## src/incremental_pid_step_assert.svh

```systemverilog
// assertion macros for the incremental pid step
`ifndef INCREMENTAL_PID_STEP_ASSERT_SVH
`define INCREMENTAL_PID_STEP_ASSERT_SVH
`ifndef SYNTHESIS
`define IPID_ASSERT(label, prop, msg) \
    label: assert property (@(posedge i_clk) disable iff (!i_rst_n) prop) else $error(msg);
`define IPID_ASSERT_IMPL(label, ante, cons, msg) \
    label: assert property (@(posedge i_clk) disable iff (!i_rst_n) (ante) |-> (cons)) \
        else $error(msg);
`else
`define IPID_ASSERT(label, prop, msg)
`define IPID_ASSERT_IMPL(label, ante, cons, msg)
`endif
`endif

```

## src/ipid_pkg.sv

```systemverilog
// shared types, constants and microprogram of the incremental pid step
package ipid_pkg;

    localparam int SAMPLE_WIDTH_DEF = 16;
    localparam int GAIN_WIDTH_DEF   = 16;
    localparam int OUT_FRAC         = 16;
    localparam int GAIN_INT_BITS    = 4;
    localparam int ALPHA_W          = 16;
    localparam int ALPHA_FRAC       = 15;
    localparam int ALPHA_ONE        = 32768;
    localparam int ALPHA_HALF       = ALPHA_ONE / 2;
    localparam int LIMIT_W          = 31;
    localparam int OUT_W            = 32;
    localparam int KIND_W           = 2;
    localparam int CFG_AW           = 5;
    localparam int CFG_DW           = 32;
    localparam int PC_W             = 4;

    typedef enum logic [KIND_W-1:0] {
        KIND_STEP   = 2'd0,
        KIND_PRESET = 2'd1,
        KIND_CLEAR  = 2'd2
    } t_kind;

    typedef enum logic [2:0] {
        REG_GAIN_P_ERROR    = 3'd0,
        REG_GAIN_P_MEASURE  = 3'd1,
        REG_GAIN_I_PER_TICK = 3'd2,
        REG_GAIN_D_PER_TICK = 3'd3,
        REG_D_FILTER_WEIGHT = 3'd4,
        REG_OUTPUT_LIMIT    = 3'd5
    } t_reg;

    typedef enum logic [2:0] {X_DERR, X_DM, X_ERR, X_D2, X_DRAW, X_FD} t_xsel;
    typedef enum logic [2:0] {Y_GPE, Y_GPM, Y_GI, Y_GD, Y_ALPHA, Y_ALPHA_C} t_ysel;
    typedef enum logic [2:0] {ACC_HOLD, ACC_LOAD, ACC_LOAD_RND, ACC_ADD, ACC_SUB} t_acc_op;
    typedef enum logic [2:0] {DL_HOLD, DL_LOAD_Q, DL_ADD_Q, DL_ADD_FD, DL_SAT} t_dl_op;

    typedef struct packed {
        t_xsel            xsel;
        t_ysel            ysel;
        t_acc_op          acc_op;
        t_dl_op           dl_op;
        logic             wr_draw;
        logic             wr_fd;
        logic             jmp_other;
        logic [PC_W-1:0]  target;
        logic             fin_step;
        logic             fin_other;
    } t_uword;

    typedef struct packed {
        logic   fire;
        t_uword uw;
    } t_ctrl;

    typedef struct packed {
        logic is_step;
        logic out_free;
    } t_stat;

    localparam logic [PC_W-1:0] PC_OTHER = 4'd12;

    function automatic t_uword ucode(input logic [PC_W-1:0] pc);
        t_uword w;
        w = '0;
        case (pc)
            4'd0: begin
                w.xsel = X_DERR; w.ysel = Y_GPE;
                w.jmp_other = 1'b1; w.target = PC_OTHER;
            end
            4'd1: begin
                w.xsel = X_DM; w.ysel = Y_GPM; w.acc_op = ACC_LOAD;
            end
            4'd2: begin
                w.xsel = X_ERR; w.ysel = Y_GI; w.acc_op = ACC_SUB;
            end
            4'd3: begin
                w.xsel = X_D2; w.ysel = Y_GD; w.acc_op = ACC_LOAD; w.dl_op = DL_LOAD_Q;
            end
            4'd4: begin
                w.acc_op = ACC_LOAD; w.dl_op = DL_ADD_Q;
            end
            4'd5: begin
                w.wr_draw = 1'b1;
            end
            4'd6: begin
                w.xsel = X_DRAW; w.ysel = Y_ALPHA;
            end
            4'd7: begin
                w.xsel = X_FD; w.ysel = Y_ALPHA_C; w.acc_op = ACC_LOAD_RND;
            end
            4'd8: begin
                w.acc_op = ACC_ADD;
            end
            4'd9: begin
                w.wr_fd = 1'b1; w.dl_op = DL_ADD_FD;
            end
            4'd10: begin
                w.dl_op = DL_SAT;
            end
            4'd11: begin
                w.fin_step = 1'b1;
            end
            4'd12: begin
                w.fin_other = 1'b1;
            end
            default: begin
                w.fin_other = 1'b1;
            end
        endcase
        return w;
    endfunction

endpackage

```

## src/ipid_cfg.sv

```systemverilog
// apb register bank for gains, filter weight and output limit
module ipid_cfg #(
    parameter int GAIN_WIDTH = ipid_pkg::GAIN_WIDTH_DEF
) (
    input  logic                               i_clk,
    input  logic                               i_rst_n,
    input  logic                               i_psel,
    input  logic                               i_penable,
    input  logic                               i_pwrite,
    input  logic [ipid_pkg::CFG_AW-1:0]        i_paddr,
    input  logic [ipid_pkg::CFG_DW-1:0]        i_pwdata,
    output logic [ipid_pkg::CFG_DW-1:0]        o_prdata,
    output logic                               o_pready,
    output logic signed [GAIN_WIDTH-1:0]       o_gpe,
    output logic signed [GAIN_WIDTH-1:0]       o_gpm,
    output logic signed [GAIN_WIDTH-1:0]       o_gi,
    output logic signed [GAIN_WIDTH-1:0]       o_gd,
    output logic [ipid_pkg::ALPHA_W-1:0]       o_alpha,
    output logic [ipid_pkg::LIMIT_W-1:0]       o_limit
);
    import ipid_pkg::*;

    logic [GAIN_WIDTH-1:0] r_gpe, r_gpm, r_gi, r_gd;
    logic [ALPHA_W-1:0]    r_alpha;
    logic [LIMIT_W-1:0]    r_limit;
    t_reg                  w_idx;
    logic                  w_wr;

    assign o_pready = 1'b1;
    assign w_idx    = t_reg'(i_paddr[CFG_AW-1:2]);
    assign w_wr     = i_psel && i_penable && i_pwrite && o_pready;

    always_ff @(posedge i_clk) begin
        if (!i_rst_n) begin
            r_gpe   <= '0;
            r_gpm   <= '0;
            r_gi    <= '0;
            r_gd    <= '0;
            r_alpha <= ALPHA_W'(ALPHA_ONE);
            r_limit <= '0;
        end else if (w_wr) begin
            case (w_idx)
                REG_GAIN_P_ERROR:    r_gpe   <= i_pwdata[GAIN_WIDTH-1:0];
                REG_GAIN_P_MEASURE:  r_gpm   <= i_pwdata[GAIN_WIDTH-1:0];
                REG_GAIN_I_PER_TICK: r_gi    <= i_pwdata[GAIN_WIDTH-1:0];
                REG_GAIN_D_PER_TICK: r_gd    <= i_pwdata[GAIN_WIDTH-1:0];
                REG_D_FILTER_WEIGHT: r_alpha <= i_pwdata[ALPHA_W-1:0];
                REG_OUTPUT_LIMIT:    r_limit <= i_pwdata[LIMIT_W-1:0];
                default: ;
            endcase
        end
    end

    always_comb begin
        case (w_idx)
            REG_GAIN_P_ERROR:    o_prdata = {{(CFG_DW-GAIN_WIDTH){1'b0}}, r_gpe};
            REG_GAIN_P_MEASURE:  o_prdata = {{(CFG_DW-GAIN_WIDTH){1'b0}}, r_gpm};
            REG_GAIN_I_PER_TICK: o_prdata = {{(CFG_DW-GAIN_WIDTH){1'b0}}, r_gi};
            REG_GAIN_D_PER_TICK: o_prdata = {{(CFG_DW-GAIN_WIDTH){1'b0}}, r_gd};
            REG_D_FILTER_WEIGHT: o_prdata = {{(CFG_DW-ALPHA_W){1'b0}}, r_alpha};
            REG_OUTPUT_LIMIT:    o_prdata = {{(CFG_DW-LIMIT_W){1'b0}}, r_limit};
            default:             o_prdata = '0;
        endcase
    end

    assign o_gpe   = r_gpe;
    assign o_gpm   = r_gpm;
    assign o_gi    = r_gi;
    assign o_gd    = r_gd;
    assign o_alpha = r_alpha;
    assign o_limit = r_limit;

endmodule

```

## src/ipid_seq.sv

```systemverilog
// microprogram sequencer: step counter, control store and conditional jump
module ipid_seq (
    input  logic            i_clk,
    input  logic            i_rst_n,
    input  logic            i_start,
    input  ipid_pkg::t_stat i_stat,
    output ipid_pkg::t_ctrl o_ctrl,
    output logic            o_busy
);
    import ipid_pkg::*;

    logic            r_busy;
    logic [PC_W-1:0] r_pc;
    t_uword          w_uw;
    logic            w_fin;
    logic            w_fire;

    assign w_uw   = ucode(r_pc);
    assign w_fin  = w_uw.fin_step || w_uw.fin_other;
    assign w_fire = r_busy && !(w_fin && !i_stat.out_free);

    always_ff @(posedge i_clk) begin
        if (!i_rst_n) begin
            r_busy <= 1'b0;
            r_pc   <= '0;
        end else if (i_start) begin
            r_busy <= 1'b1;
            r_pc   <= '0;
        end else if (w_fire) begin
            if (w_fin) begin
                r_busy <= 1'b0;
            end else if (w_uw.jmp_other && !i_stat.is_step) begin
                r_pc <= w_uw.target;
            end else begin
                r_pc <= r_pc + 1'b1;
            end
        end
    end

    assign o_ctrl.fire = w_fire;
    assign o_ctrl.uw   = w_uw;
    assign o_busy      = r_busy;

endmodule

```

## src/ipid_dp.sv

```systemverilog
// datapath: history registers, shared multiplier, accumulators, clamp and result register
module ipid_dp #(
    parameter int SAMPLE_WIDTH = ipid_pkg::SAMPLE_WIDTH_DEF,
    parameter int GAIN_WIDTH   = ipid_pkg::GAIN_WIDTH_DEF
) (
    input  logic                               i_clk,
    input  logic                               i_rst_n,
    input  logic                               i_start,
    input  logic [ipid_pkg::KIND_W-1:0]        i_kind,
    input  logic signed [SAMPLE_WIDTH-1:0]     i_target,
    input  logic signed [SAMPLE_WIDTH-1:0]     i_measurement,
    input  logic signed [ipid_pkg::OUT_W-1:0]  i_preset,
    input  logic signed [GAIN_WIDTH-1:0]       i_gpe,
    input  logic signed [GAIN_WIDTH-1:0]       i_gpm,
    input  logic signed [GAIN_WIDTH-1:0]       i_gi,
    input  logic signed [GAIN_WIDTH-1:0]       i_gd,
    input  logic [ipid_pkg::ALPHA_W-1:0]       i_alpha,
    input  logic [ipid_pkg::LIMIT_W-1:0]       i_limit,
    input  ipid_pkg::t_ctrl                    i_ctrl,
    output ipid_pkg::t_stat                    o_stat,
    output logic                               o_valid,
    input  logic                               i_ready,
    output logic [ipid_pkg::OUT_W-1:0]         o_data,
    output logic                               o_at_limit
);
    import ipid_pkg::*;

    localparam int DW   = SAMPLE_WIDTH + 2;
    localparam int EW   = SAMPLE_WIDTH + 1;
    localparam int XW   = OUT_W;
    localparam int YW   = (GAIN_WIDTH > ALPHA_W + 1) ? GAIN_WIDTH : ALPHA_W + 1;
    localparam int PW   = XW + YW;
    localparam int AW   = PW + 1;
    localparam int QS   = OUT_FRAC - (GAIN_WIDTH - GAIN_INT_BITS);
    localparam int LSH  = (QS > 0) ? QS : 0;
    localparam int RSH  = (QS < 0) ? -QS : 0;
    localparam int QW   = AW + LSH;
    localparam int SUMW = OUT_W + 2;

    localparam logic signed [QW-1:0]   QMAX = {{(QW-OUT_W+1){1'b0}}, {(OUT_W-1){1'b1}}};
    localparam logic signed [QW-1:0]   QMIN = {{(QW-OUT_W+1){1'b1}}, {(OUT_W-1){1'b0}}};
    localparam logic signed [SUMW-1:0] SMAX = {{(SUMW-OUT_W+1){1'b0}}, {(OUT_W-1){1'b1}}};
    localparam logic signed [SUMW-1:0] SMIN = {{(SUMW-OUT_W+1){1'b1}}, {(OUT_W-1){1'b0}}};
    localparam logic signed [OUT_W-1:0] OMAX = {1'b0, {(OUT_W-1){1'b1}}};
    localparam logic signed [OUT_W-1:0] OMIN = {1'b1, {(OUT_W-1){1'b0}}};

    // controller state
    logic                           r_first;
    logic signed [EW-1:0]           r_perr;
    logic signed [SAMPLE_WIDTH-1:0] r_ps;
    logic signed [SAMPLE_WIDTH-1:0] r_sbp;
    logic signed [OUT_W-1:0]        r_fd;
    logic signed [OUT_W-1:0]        r_out_acc;

    // per item working registers
    logic [KIND_W-1:0]              r_kind;
    logic signed [EW-1:0]           r_err;
    logic signed [DW-1:0]           r_derr, r_dm, r_d2;
    logic signed [PW-1:0]           r_prod;
    logic signed [AW-1:0]           r_acc;
    logic signed [SUMW-1:0]         r_dl;
    logic signed [OUT_W-1:0]        r_draw;

    logic                           r_ovalid;
    logic [OUT_W-1:0]               r_odata;
    logic                           r_ouser;

    logic signed [SAMPLE_WIDTH-1:0] w_ps_eff, w_sbp_eff;
    logic signed [EW-1:0]           w_err;
    logic signed [DW-1:0]           w_derr, w_dm, w_d2;
    logic signed [ALPHA_W:0]        w_alpha, w_alpha_c;
    logic signed [XW-1:0]           w_x;
    logic signed [YW-1:0]           w_y;
    logic signed [PW-1:0]           w_prod;
    logic signed [QW-1:0]           w_q;
    logic signed [OUT_W-1:0]        w_qs;
    logic signed [AW-1:0]           w_acc_shr;
    logic signed [OUT_W-1:0]        w_fd_next;
    logic signed [OUT_W-1:0]        w_dl_sat;
    logic signed [SUMW-1:0]         w_sum, w_lim, w_nlim, w_res;
    logic                           w_at;

    // first step seeds the sample history with the measurement
    assign w_ps_eff  = r_first ? i_measurement : r_ps;
    assign w_sbp_eff = r_first ? i_measurement : r_sbp;
    assign w_err     = EW'(i_target) - EW'(i_measurement);
    assign w_derr    = DW'(w_err) - DW'(r_perr);
    assign w_dm      = DW'(i_measurement) - DW'(w_ps_eff);
    assign w_d2      = DW'(i_measurement) - (DW'(w_ps_eff) <<< 1) + DW'(w_sbp_eff);

    assign w_alpha   = (i_alpha > ALPHA_ONE) ? (ALPHA_W+1)'(ALPHA_ONE)
                                             : {1'b0, i_alpha};
    assign w_alpha_c = (ALPHA_W+1)'(ALPHA_ONE) - w_alpha;

    always_comb begin
        case (i_ctrl.uw.xsel)
            X_DERR:  w_x = XW'(r_derr);
            X_DM:    w_x = XW'(r_dm);
            X_ERR:   w_x = XW'(r_err);
            X_D2:    w_x = XW'(r_d2);
            X_DRAW:  w_x = r_draw;
            X_FD:    w_x = r_fd;
            default: w_x = '0;
        endcase
    end

    always_comb begin
        case (i_ctrl.uw.ysel)
            Y_GPE:     w_y = YW'(i_gpe);
            Y_GPM:     w_y = YW'(i_gpm);
            Y_GI:      w_y = YW'(i_gi);
            Y_GD:      w_y = YW'(i_gd);
            Y_ALPHA:   w_y = YW'(w_alpha);
            Y_ALPHA_C: w_y = YW'(w_alpha_c);
            default:   w_y = '0;
        endcase
    end

    assign w_prod = w_x * w_y;

    // move to q16.16 and saturate
    assign w_q  = (QW'(r_acc) <<< LSH) >>> RSH;
    assign w_qs = (w_q > QMAX) ? OMAX : ((w_q < QMIN) ? OMIN : w_q[OUT_W-1:0]);

    assign w_acc_shr = r_acc >>> ALPHA_FRAC;
    assign w_fd_next = w_acc_shr[OUT_W-1:0];
    assign w_dl_sat  = (r_dl > SMAX) ? OMAX : ((r_dl < SMIN) ? OMIN : r_dl[OUT_W-1:0]);

    assign w_sum  = SUMW'(r_out_acc) + r_dl;
    assign w_lim  = {{(SUMW-LIMIT_W){1'b0}}, i_limit};
    assign w_nlim = -w_lim;
    assign w_res  = (w_sum > w_lim) ? w_lim : ((w_sum < w_nlim) ? w_nlim : w_sum);
    assign w_at   = (w_res != w_sum);

    always_ff @(posedge i_clk) begin
        r_prod <= w_prod;
        if (i_start) begin
            r_kind <= i_kind;
            r_err  <= w_err;
            r_derr <= w_derr;
            r_dm   <= w_dm;
            r_d2   <= w_d2;
        end else if (i_ctrl.fire) begin
            case (i_ctrl.uw.acc_op)
                ACC_LOAD:     r_acc <= AW'(r_prod);
                ACC_LOAD_RND: r_acc <= AW'(r_prod) + AW'(ALPHA_HALF);
                ACC_ADD:      r_acc <= r_acc + AW'(r_prod);
                ACC_SUB:      r_acc <= r_acc - AW'(r_prod);
                default:      ;
            endcase
            case (i_ctrl.uw.dl_op)
                DL_LOAD_Q: r_dl <= SUMW'(w_qs);
                DL_ADD_Q:  r_dl <= r_dl + SUMW'(w_qs);
                DL_ADD_FD: r_dl <= r_dl + SUMW'(w_fd_next);
                DL_SAT:    r_dl <= SUMW'(w_dl_sat);
                default:   ;
            endcase
            if (i_ctrl.uw.wr_draw) begin
                r_draw <= w_qs;
            end
        end
    end

    always_ff @(posedge i_clk) begin
        if (!i_rst_n) begin
            r_first   <= 1'b1;
            r_perr    <= '0;
            r_ps      <= '0;
            r_sbp     <= '0;
            r_fd      <= '0;
            r_out_acc <= '0;
            r_ovalid  <= 1'b0;
        end else begin
            if (i_ctrl.fire && (i_ctrl.uw.fin_step || i_ctrl.uw.fin_other)) begin
                r_ovalid <= 1'b1;
            end else if (i_ready) begin
                r_ovalid <= 1'b0;
            end
            if (i_start) begin
                case (i_kind)
                    KIND_STEP: begin
                        r_first <= 1'b0;
                        r_perr  <= w_err;
                        r_sbp   <= w_ps_eff;
                        r_ps    <= i_measurement;
                    end
                    KIND_PRESET: begin
                        r_out_acc <= i_preset;
                    end
                    KIND_CLEAR: begin
                        r_first   <= 1'b1;
                        r_perr    <= '0;
                        r_ps      <= '0;
                        r_sbp     <= '0;
                        r_fd      <= '0;
                        r_out_acc <= '0;
                    end
                    default: ;
                endcase
            end else if (i_ctrl.fire) begin
                if (i_ctrl.uw.wr_fd) begin
                    r_fd <= w_fd_next;
                end
                if (i_ctrl.uw.fin_step) begin
                    r_out_acc <= w_res[OUT_W-1:0];
                    r_odata   <= w_res[OUT_W-1:0];
                    r_ouser   <= w_at;
                end else if (i_ctrl.uw.fin_other) begin
                    r_odata  <= r_out_acc;
                    r_ouser  <= 1'b0;
                end
            end
        end
    end

    assign o_stat.is_step  = (r_kind == KIND_STEP);
    assign o_stat.out_free = !r_ovalid || i_ready;
    assign o_valid         = r_ovalid;
    assign o_data          = r_odata;
    assign o_at_limit      = r_ouser;

endmodule

```

## src/incremental_pid_step.sv

```systemverilog
// Incremental PID step: each input beat is a control step, an output preset or a clear, and
// gives exactly one output beat with the Q16.16 output and a clamp flag. Work runs through a
// short microprogram on one shared 32 x 17 multiplier, a product accumulator and a delta
// register, so a control step holds the input side through its full microprogram, and a preset,
// clear or unused kind only through its first and its finishing microstep. Results wait in an
// output register, so the next beat is taken while a result is still unclaimed; the last
// microstep stalls only when that register is full and not being read. Gains, filter weight
// and limit sit on an APB port, written by the user while no item is in flight; not enforced.
`include "incremental_pid_step_assert.svh"
module incremental_pid_step #(
    parameter int SAMPLE_WIDTH = ipid_pkg::SAMPLE_WIDTH_DEF,
    parameter int GAIN_WIDTH   = ipid_pkg::GAIN_WIDTH_DEF
) (
    input  logic                                        i_clk,
    input  logic                                        i_rst_n,
    input  logic                                        s_axis_tvalid,
    output logic                                        s_axis_tready,
    // target, measurement, preset_value
    input  logic [((2*SAMPLE_WIDTH+ipid_pkg::OUT_W+7)/8)*8-1:0] s_axis_tdata,
    // kind
    input  logic [ipid_pkg::KIND_W-1:0]                 s_axis_tuser,
    output logic                                        m_axis_tvalid,
    input  logic                                        m_axis_tready,
    // control_output
    output logic [ipid_pkg::OUT_W-1:0]                  m_axis_tdata,
    // at_limit
    output logic [0:0]                                  m_axis_tuser,
    input  logic                                        psel,
    input  logic                                        penable,
    input  logic                                        pwrite,
    input  logic [ipid_pkg::CFG_AW-1:0]                 paddr,
    input  logic [ipid_pkg::CFG_DW-1:0]                 pwdata,
    output logic [ipid_pkg::CFG_DW-1:0]                 prdata,
    output logic                                        pready
);
    import ipid_pkg::*;

    logic signed [GAIN_WIDTH-1:0] w_gpe, w_gpm, w_gi, w_gd;
    logic [ALPHA_W-1:0]           w_alpha;
    logic [LIMIT_W-1:0]           w_limit;
    t_ctrl                        w_ctrl;
    t_stat                        w_stat;
    logic                         w_busy;
    logic                         w_start;
    logic                         w_fin;

    assign s_axis_tready = !w_busy;
    assign w_start       = s_axis_tvalid && s_axis_tready;
    assign w_fin         = w_ctrl.fire && (w_ctrl.uw.fin_step || w_ctrl.uw.fin_other);

    ipid_cfg #(
        .GAIN_WIDTH(GAIN_WIDTH)
    ) u_cfg (
        .i_clk     (i_clk),
        .i_rst_n   (i_rst_n),
        .i_psel    (psel),
        .i_penable (penable),
        .i_pwrite  (pwrite),
        .i_paddr   (paddr),
        .i_pwdata  (pwdata),
        .o_prdata  (prdata),
        .o_pready  (pready),
        .o_gpe     (w_gpe),
        .o_gpm     (w_gpm),
        .o_gi      (w_gi),
        .o_gd      (w_gd),
        .o_alpha   (w_alpha),
        .o_limit   (w_limit)
    );

    ipid_seq u_seq (
        .i_clk   (i_clk),
        .i_rst_n (i_rst_n),
        .i_start (w_start),
        .i_stat  (w_stat),
        .o_ctrl  (w_ctrl),
        .o_busy  (w_busy)
    );

    ipid_dp #(
        .SAMPLE_WIDTH(SAMPLE_WIDTH),
        .GAIN_WIDTH  (GAIN_WIDTH)
    ) u_dp (
        .i_clk         (i_clk),
        .i_rst_n       (i_rst_n),
        .i_start       (w_start),
        .i_kind        (s_axis_tuser),
        .i_target      (s_axis_tdata[SAMPLE_WIDTH-1:0]),
        .i_measurement (s_axis_tdata[2*SAMPLE_WIDTH-1:SAMPLE_WIDTH]),
        .i_preset      (s_axis_tdata[2*SAMPLE_WIDTH+OUT_W-1:2*SAMPLE_WIDTH]),
        .i_gpe         (w_gpe),
        .i_gpm         (w_gpm),
        .i_gi          (w_gi),
        .i_gd          (w_gd),
        .i_alpha       (w_alpha),
        .i_limit       (w_limit),
        .i_ctrl        (w_ctrl),
        .o_stat        (w_stat),
        .o_valid       (m_axis_tvalid),
        .i_ready       (m_axis_tready),
        .o_data        (m_axis_tdata),
        .o_at_limit    (m_axis_tuser[0])
    );

    // one item in flight at a time
    `IPID_ASSERT(a_one_item, s_axis_tvalid && s_axis_tready |=> !s_axis_tready, "input taken while item in flight")
    // a new result appears only after a finishing microstep
    `IPID_ASSERT(a_out_src, $rose(m_axis_tvalid) |-> $past(w_fin), "result without finishing step")

endmodule
```

## config.mk

```make
export PLATFORM = sky130hd
export DESIGN_NAME = incremental_pid_step
export DESIGN_NICKNAME = d
export VERILOG_FILES = /design/src/ipid_pkg.sv /design/src/ipid_cfg.sv /design/src/ipid_seq.sv /design/src/ipid_dp.sv /design/src/incremental_pid_step.sv
export VERILOG_INCLUDE_DIRS = /design/src /design/src/src
export SDC_FILE = /design/constraint.sdc
export NUM_CORES = 2
export LEC_CHECK = 0
export BUFFER_PORTS_ARGS = -buffer_cell sky130_fd_sc_hd__buf_2
export CORE_MARGIN = 3
export CORE_UTILIZATION = 50
export CTS_BUF_LIST = sky130_fd_sc_hd__clkbuf_4 sky130_fd_sc_hd__clkbuf_8
export DETAILED_ROUTE_END_ITERATION = 10
export PLACE_DENSITY = 0.76
export SLEW_MARGIN = 20
export SYNTH_ARGS = -nofsm -noshare
export SYNTH_HDL_FRONTEND = slang
export SYNTH_SLANG_ARGS = --single-unit
```

## constraint.sdc

```tcl
create_clock -name i_clk -period 9.2 [get_ports i_clk]
set_input_delay 1.84 -clock i_clk [delete_from_list [all_inputs] [get_ports i_clk]]
set_output_delay 1.84 -clock i_clk [all_outputs]
set_load 0.05 [all_outputs]
```

* Word level (Yosys, flattened, before mapping)
Cells that the tools add are included.
** Storage, ports and cells
- Register bits :: 502
- Word-level logic and storage cells :: 184
** Operators by class
- Reduce and logical (&&, ||, !) cells :: 47
- Bitwise logic cells :: 3
- Eq/ne operators :: 41
- Muxes and demuxes :: 44
- Multipliers :: 1
- Magnitude comparators :: 7
- Add/subtract/negate cells :: 14
** Operator list (count)
- $mux W32 :: 13
- $pmux W50 S4 :: 1
- $pmux W32 S6 :: 1
- $pmux W31 S6 :: 1
- $pmux W34 S4 :: 1
- $pmux W17 S6 :: 1
- $add A34 B32 Y34 :: 2
- $mux W34 :: 2
- $pmux W16 S2 :: 2
- $pmux W32 S2 :: 1
- $gt A54 B32 Y1 const B :: 1
- $lt A54 B32 Y1 const B :: 1
- $add A49 B16 Y50 const B :: 1
- $add A50 B49 Y50 :: 1
- $sub A50 B49 Y50 :: 1
- $mul A32 B17 Y49 :: 1
- $mux W16 :: 3
- $add A32 B34 Y34 :: 1
- $gt A34 B32 Y1 :: 1
- $gt A34 B32 Y1 const B :: 1
- $lt A34 B32 Y1 const B :: 1
- $lt A34 B34 Y1 :: 1
- $ne A34 B34 Y1 :: 1
- $neg A31 Y34 :: 1
- 42 further kinds :: 116

* Longest topological paths before layout
- Word-level depth :: 9
- Depth in mapped cells :: 44
- Depth with buffers taken out :: 39

* Modules after synthesis
Synthesis repeated with hierarchy kept, for this count alone.
** Second synthesis, totals
- Cell total of the unflattened synthesis :: 6401
- Area total of the unflattened synthesis :: 55269.3 um^2
** By module, submodules not included
- ipid_dp :: sequential area each 9829.4 um^2, area each 49608.8 um^2, cells each 5793, instances 1
- ipid_cfg :: sequential area each 2222.1 um^2, area each 5036.1 um^2, cells each 523, instances 1
- ipid_seq :: sequential area each 100.1 um^2, area each 614.3 um^2, cells each 83, instances 1
- incremental_pid_step :: sequential area each 0.0 um^2, area each 10.0 um^2, cells each 2, instances 1

* Worst setup path after synthesis
OpenSTA, ideal clock, no wires.
- Path kind :: register to register
- Start point :: register u_cfg.r_alpha[9] (netlist: u_cfg.o_alpha[9])
- End point :: register u_dp.r_prod[48]
- Slack :: -0.493 ns
- Arrival :: 9.621 ns
- Stages on the path, launching flop included :: 42
- Setup time :: 0.072 ns
- Cell sequence :: dfxtp_1 clkbuf_1 or3_1 or3_1 or3_1 nand2_1 clkbuf_1 nand2_1 ha_1 clkbuf_1 o21a_1 o21ai_0 nor3_1 o21ai_0 o21ai_0 a221o_1 clkbuf_1 buf_1 [... 6 more ...] fa_1 inv_1 fa_1 inv_1 ha_1 a21o_1 a21o_1 a21oi_1 o21a_1 o211ai_1 a41oi_1 o211ai_1 a311o_1 a41oi_1 o21ai_0 a221o_1 a21oi_1 xnor2_1
** On the way
- Longest elaborated chain between the ends :: 5
** Ends and longest elaborated chain
- start: declaration :: line ipid_cfg.sv:24 : logic [ALPHA_W-1:0] r_alpha;
- start signal: assignment :: line ipid_cfg.sv:39 : r_alpha <= ALPHA_W'(ALPHA_ONE);
- start signal: assignment :: line ipid_cfg.sv:47 : REG_D_FILTER_WEIGHT: r_alpha <= i_pwdata[ALPHA_W-1:0];
- $gt A16 B16 Y1 :: line ipid_dp.sv:91 : assign w_alpha = (i_alpha > ALPHA_ONE) ? (ALPHA_W+1)'(ALPHA_ONE)
- $mux W16 * :: line ipid_dp.sv:91
- $sub A17 B17 Y17 :: line ipid_dp.sv:93 : assign w_alpha_c = (ALPHA_W+1)'(ALPHA_ONE) - w_alpha;
- $pmux W17 S6 * :: line ipid_dp.sv:108 : case (i_ctrl.uw.ysel)
- $mul A32 B17 Y49 * :: line ipid_dp.sv:119 : assign w_prod = w_x * w_y;
- via u_dp.w_prod[48] :: line ipid_dp.sv:74 : logic signed [PW-1:0] w_prod;
- end signal: assignment :: line ipid_dp.sv:136 : r_prod <= w_prod;
- end: declaration :: line ipid_dp.sv:59 : logic signed [PW-1:0] r_prod;
Mark *: on every way through the listed nets, which the timed path passes. The rest lies on a longest branch.
A chain may end at the register's enable or synchronous reset.

* Worst setup path after layout
Ends and elaborated chain as after synthesis.

==> impl_metrics.py <==
metrics = {
    "timing": {
        "worstMarginPinSlew_ns": 1.16,
        "final-hold-violation-count": 0,
        "timing.final.crit_period_ns": 9.20,
        "final-max-slew-violation-count": 0,
        "rsz0062_at_grt": "yes",
        "setup_viol": 0,
        "timing.clock.skew_ns": 0.0440,
        "max_clock_freq_mhz": 109,
        "timing.final.crit_share_pct": 100,
        "slew-limit-headroom_pct": 22.3,
        "final_setup_tns_ns": 0,
    },
    "routing": {
        "antenna_violating_nets_post_route": 0,
        "drt-vias-per-instance": 6.07,
        "detail_route.iter0.violations": 5742,
        "drcViolationCount": 0,
        "routed-via-count": 49000,
        "dr.pass1.iters": 6,
        "post_drt_wl_per_cell_um": 21.8,
        "finalWirelength_um": 176000,
    },
    "synth": {
        "netlist-cell-type-count": 102,
        "synthesis.area_per_instance_um2": 8.45,
        "synth-warning-count": 0,
        "synth-seq-area-share_pct": 22.4,
        "synthAdderAreaFrac_pct": 28.6,
        "muxShareOfSynthArea_pct": 0.946,
        "synthesized_area_fraction_occupied_by_xor_and_xnor_cells_pct": 4.88,
        "most_used_flip_flop_cell_after_synthesis": "dfxtp_1",
        "synthSimpleGateAreaFrac_pct": 17.5,
        "synthCells": 6431,
        "ys_ff_latch": 498,
        "synth.cell_area_mm2": 0.0544,
        "synthesis.nets": 7455,
        "synth_compound_gate_area_share_pct": 17.7,
        "ys_async_sr_fraction_pct": 0,
        "synth_top_family_by_area": "adder cells",
        "synth-edff-count": 218,
    },
    "worst_hold_path": {
        "holdPathStages": 2,
        "worstHoldEndpoint": "u_dp.r_fd[7]$_SDFFE_PN0P_",
        "worst_hold_path_type": "register to register",
        "hp-start": "u_dp.r_fd[7]$_SDFFE_PN0P_",
    },
    "critical_path": {
        "cp_max_fo": 5,
        "worst-endpoint-arrival_ns": 9.89,
        "setup.worst_path.start": "u_cfg.o_alpha[9]$_SDFFE_PN0P_",
        "reg2reg_to": "u_dp.r_prod[48]$_DFF_P_",
        "rrSetupSlack_ns": 0.0002,
        "start_kind": "register",
        "crit-reg2reg-launch": "u_cfg.o_alpha[9]$_SDFFE_PN0P_",
        "critPathSlowestCell": "fa_1",
        "category_of_the_most_critical_setup_path": "register to register",
        "reg2regPathDepth": 38,
        "required_ns": 9.89,
        "cp_common_cell": "fa_1",
        "critical_path.max_stage_delay_ns": 0.57,
        "end_kind": "register",
    },
    "cells_and_area": {
        "commonest_cells_after_routing_fill_and_taps_aside": "nand2_1 (867), inv_1 (785), fa_1 (537)",
        "final_net_count": 7619,
        "layout.cells.most_common": "nand2_1",
        "area_growth_pct": 10.8,
        "final_layout_size_suffix_gt1_share_pct": 11.1,
        "postLayoutCoreUtil_pct": 56.0,
    },
    "clock_network": {
        "cts.root.buffer_cell": "clkbuf_8",
        "cts.sinks": 498,
        "cts.hold.buffers_added": 0,
        "number_of_h_tree_levels": 3,
        "number_of_cts_inserted_buffers": 86,
        "path_clk_slew_ns": 0.07,
        "cts-root-to-sink-buffers": 3,
        "clock_tree_from_tritoncts": "built",
        "worst_skew_pair.late_latency_ns": 0.76,
    },
    "floorplanning": {
        "row_count": 120,
        "io-pin-count": 178,
        "floorplan.core_area_mm2": 0.108,
        "design.die.area_mm2": 0.113,
        "overall_die_width_um": 336,
        "effective_utilization_at_floorplan_pct": 50.6,
        "dieHeight_um": 336,
    },
    "power_and_ir_drop": {
        "power.static_leakage_nw": 27.3,
        "power.ir.vdd_worst_mv": 0.141,
        "power.density_mw_per_mm2": 141,
    },
    "place": {
        "routabilityCongestion": 1.01,
        "count_of_port_buffers_added_during_placement": 172,
        "hpwl_um": 136000,
    },
    "global_routing": {
        "sum_of_overflow_across_all_layers_after_global_routing": 0,
        "via_count_of_the_first_global_routing_pass": 48300,
        "largest_net_degree_at_the_start_of_global_routing": 97,
        "grt_pass1_wl_um": 271000,
        "antenna_found_initial": 5,
        "global_route.usage.total_pct": 30.7,
    },
    "status": {
        "run_status": "complete, no violations",
    },
    "run": {
        "cap_violations": 0,
    },
}
-- timing repair --
item,CTS,global route
cloned,1,1
gates resized for setup,19,62
pin swaps,18,64
setup buffers,14,8
setup endpoints to repair,4,11
-- routing by layer --
metal,up-vias,routed length [um],global-route usage (%)
li1,22100,-,-
met1,23600,69300,40.5
met2,2808,76800,46.8
met3,508,20400,7.83
met4,2,9450,15.3
met5,-,16,0
-- power breakdown --
part           switching [mW]  internal [mW]
registers               0.137           2.47
logic                    2.24           1.36
clock network            1.02           1.27
-- kinds of logic (layout without fill, tap and decap cells) --
logic type / count (synthesis) / after routing
flops: 498 / 498
buf+inv: 1153 / 1389
compound gates: 1432 / 1432
xor+xnor: 297 / 297
mux: 48 / 48
fa+ha+maj: 914 / 914
simple gates: 2087 / 2087
other cells: 2 / 9
-- Yosys cell counts (34+ instances only) --
cell / n / share of area [%]
nor3_1: 85 / 0.78
inv_1: 796 / 5.5
and2_1: 58 / 0.67
a21boi_0: 142 / 2.0
a21o_1: 98 / 1.4
a21oi_1: 320 / 2.9
o211ai_1: 56 / 0.77
xor2_1: 83 / 1.3
dfxtp_1: 280 / 10
o211a_1: 35 / 0.64
clkbuf_1: 316 / 2.2
nor2b_1: 83 / 0.96
nand2_1: 875 / 6.0
nand2b_1: 50 / 0.58
nor2_1: 532 / 3.7
nand4_1: 46 / 0.53
ha_1: 370 / 8.5
edfxtp_1: 218 / 12
fa_1: 544 / 20
a31oi_1: 52 / 0.60
o21ai_0: 275 / 2.5
o21a_1: 34 / 0.47
nand3_1: 148 / 1.4
a22oi_1: 128 / 1.8
xnor2_1: 210 / 3.4
and3_1: 39 / 0.45
-- metrics by stage --
| stage | hold slack [ns] | power (mW) | area (um2) | setup WS, ns | instances |
|---|---|---|---|---|---|
| 6_report | 0.473 | 8.51 | 60200 | 0.000245 | 8077 |
| 3_5_place_dp | 0.456 | 6.10 | 57700 | -0.168 | 7883 |
| 2_1_floorplan | 0.435 | 5.09 | 54400 | 0.0238 | 6431 |
| 3_3_place_gp | 0.446 | 6.02 | 57700 | 0.0319 | 7883 |
| 5_1_grt | 0.499 | 8.94 | 60200 | -0.279 | 8071 |
| 4_1_cts | 0.464 | 8.40 | 59800 | 0.0116 | 8058 |
-- how the worst max path moves through the flow --
| stage | to | slack (ns) | depth (start not counted) |
|---|---|---|---|
| 3_5_place_dp | u_dp.r_prod[48]$_DFF_P_ | -0.17 | 37 |
| 2_1_floorplan | u_dp.r_prod[48]$_DFF_P_ | 0.02 | 41 |
| 3_3_place_gp | u_dp.r_prod[48]$_DFF_P_ | 0.03 | 31 |
| 6_report | u_dp.r_prod[48]$_DFF_P_ | 0.0002 | 38 |
| 4_1_cts | u_dp.r_prod[48]$_DFF_P_ | 0.01 | 39 |
| 5_1_grt | u_dp.r_prod[48]$_DFF_P_ | -0.28 | 39 |
-- layout make-up --
cell class,count,area (um2)
flip-flops and latches,498,12200
well taps,1403,1760
inverters,798,3000
diodes,7,17.5
multi-input cells,4780,38300
clock buffers,121,1470
clock inverters,39,410
fillers,9519,47300
repair buffers,431,3110
-- state kept, by name (all words and copies together), names as in the netlist, 17 cells and up --
register	flops
u_cfg.o_limit	31
u_dp.o_data	32
u_dp.r_acc	50
u_dp.r_d2	18
u_dp.r_derr	18
u_dp.r_dl	34
u_dp.r_dm	17
u_dp.r_draw	29
u_dp.r_err	17
u_dp.r_fd	32
u_dp.r_out_acc	32
u_dp.r_perr	17
u_dp.r_prod	49
-- critical path, delay by kind of cell, from the launching register on --
kind                       cells  cell delay (ns)
xor gates and xnor gates       1             0.12
AOI/OAI and AO/OA             15             3.10
buffers and inverters          7             0.76
adders and majority gates      8             3.37
DFF                            1             0.32
and+or+nand+nor                7             1.48
Note: power is estimated with default switching activity, not from simulation.
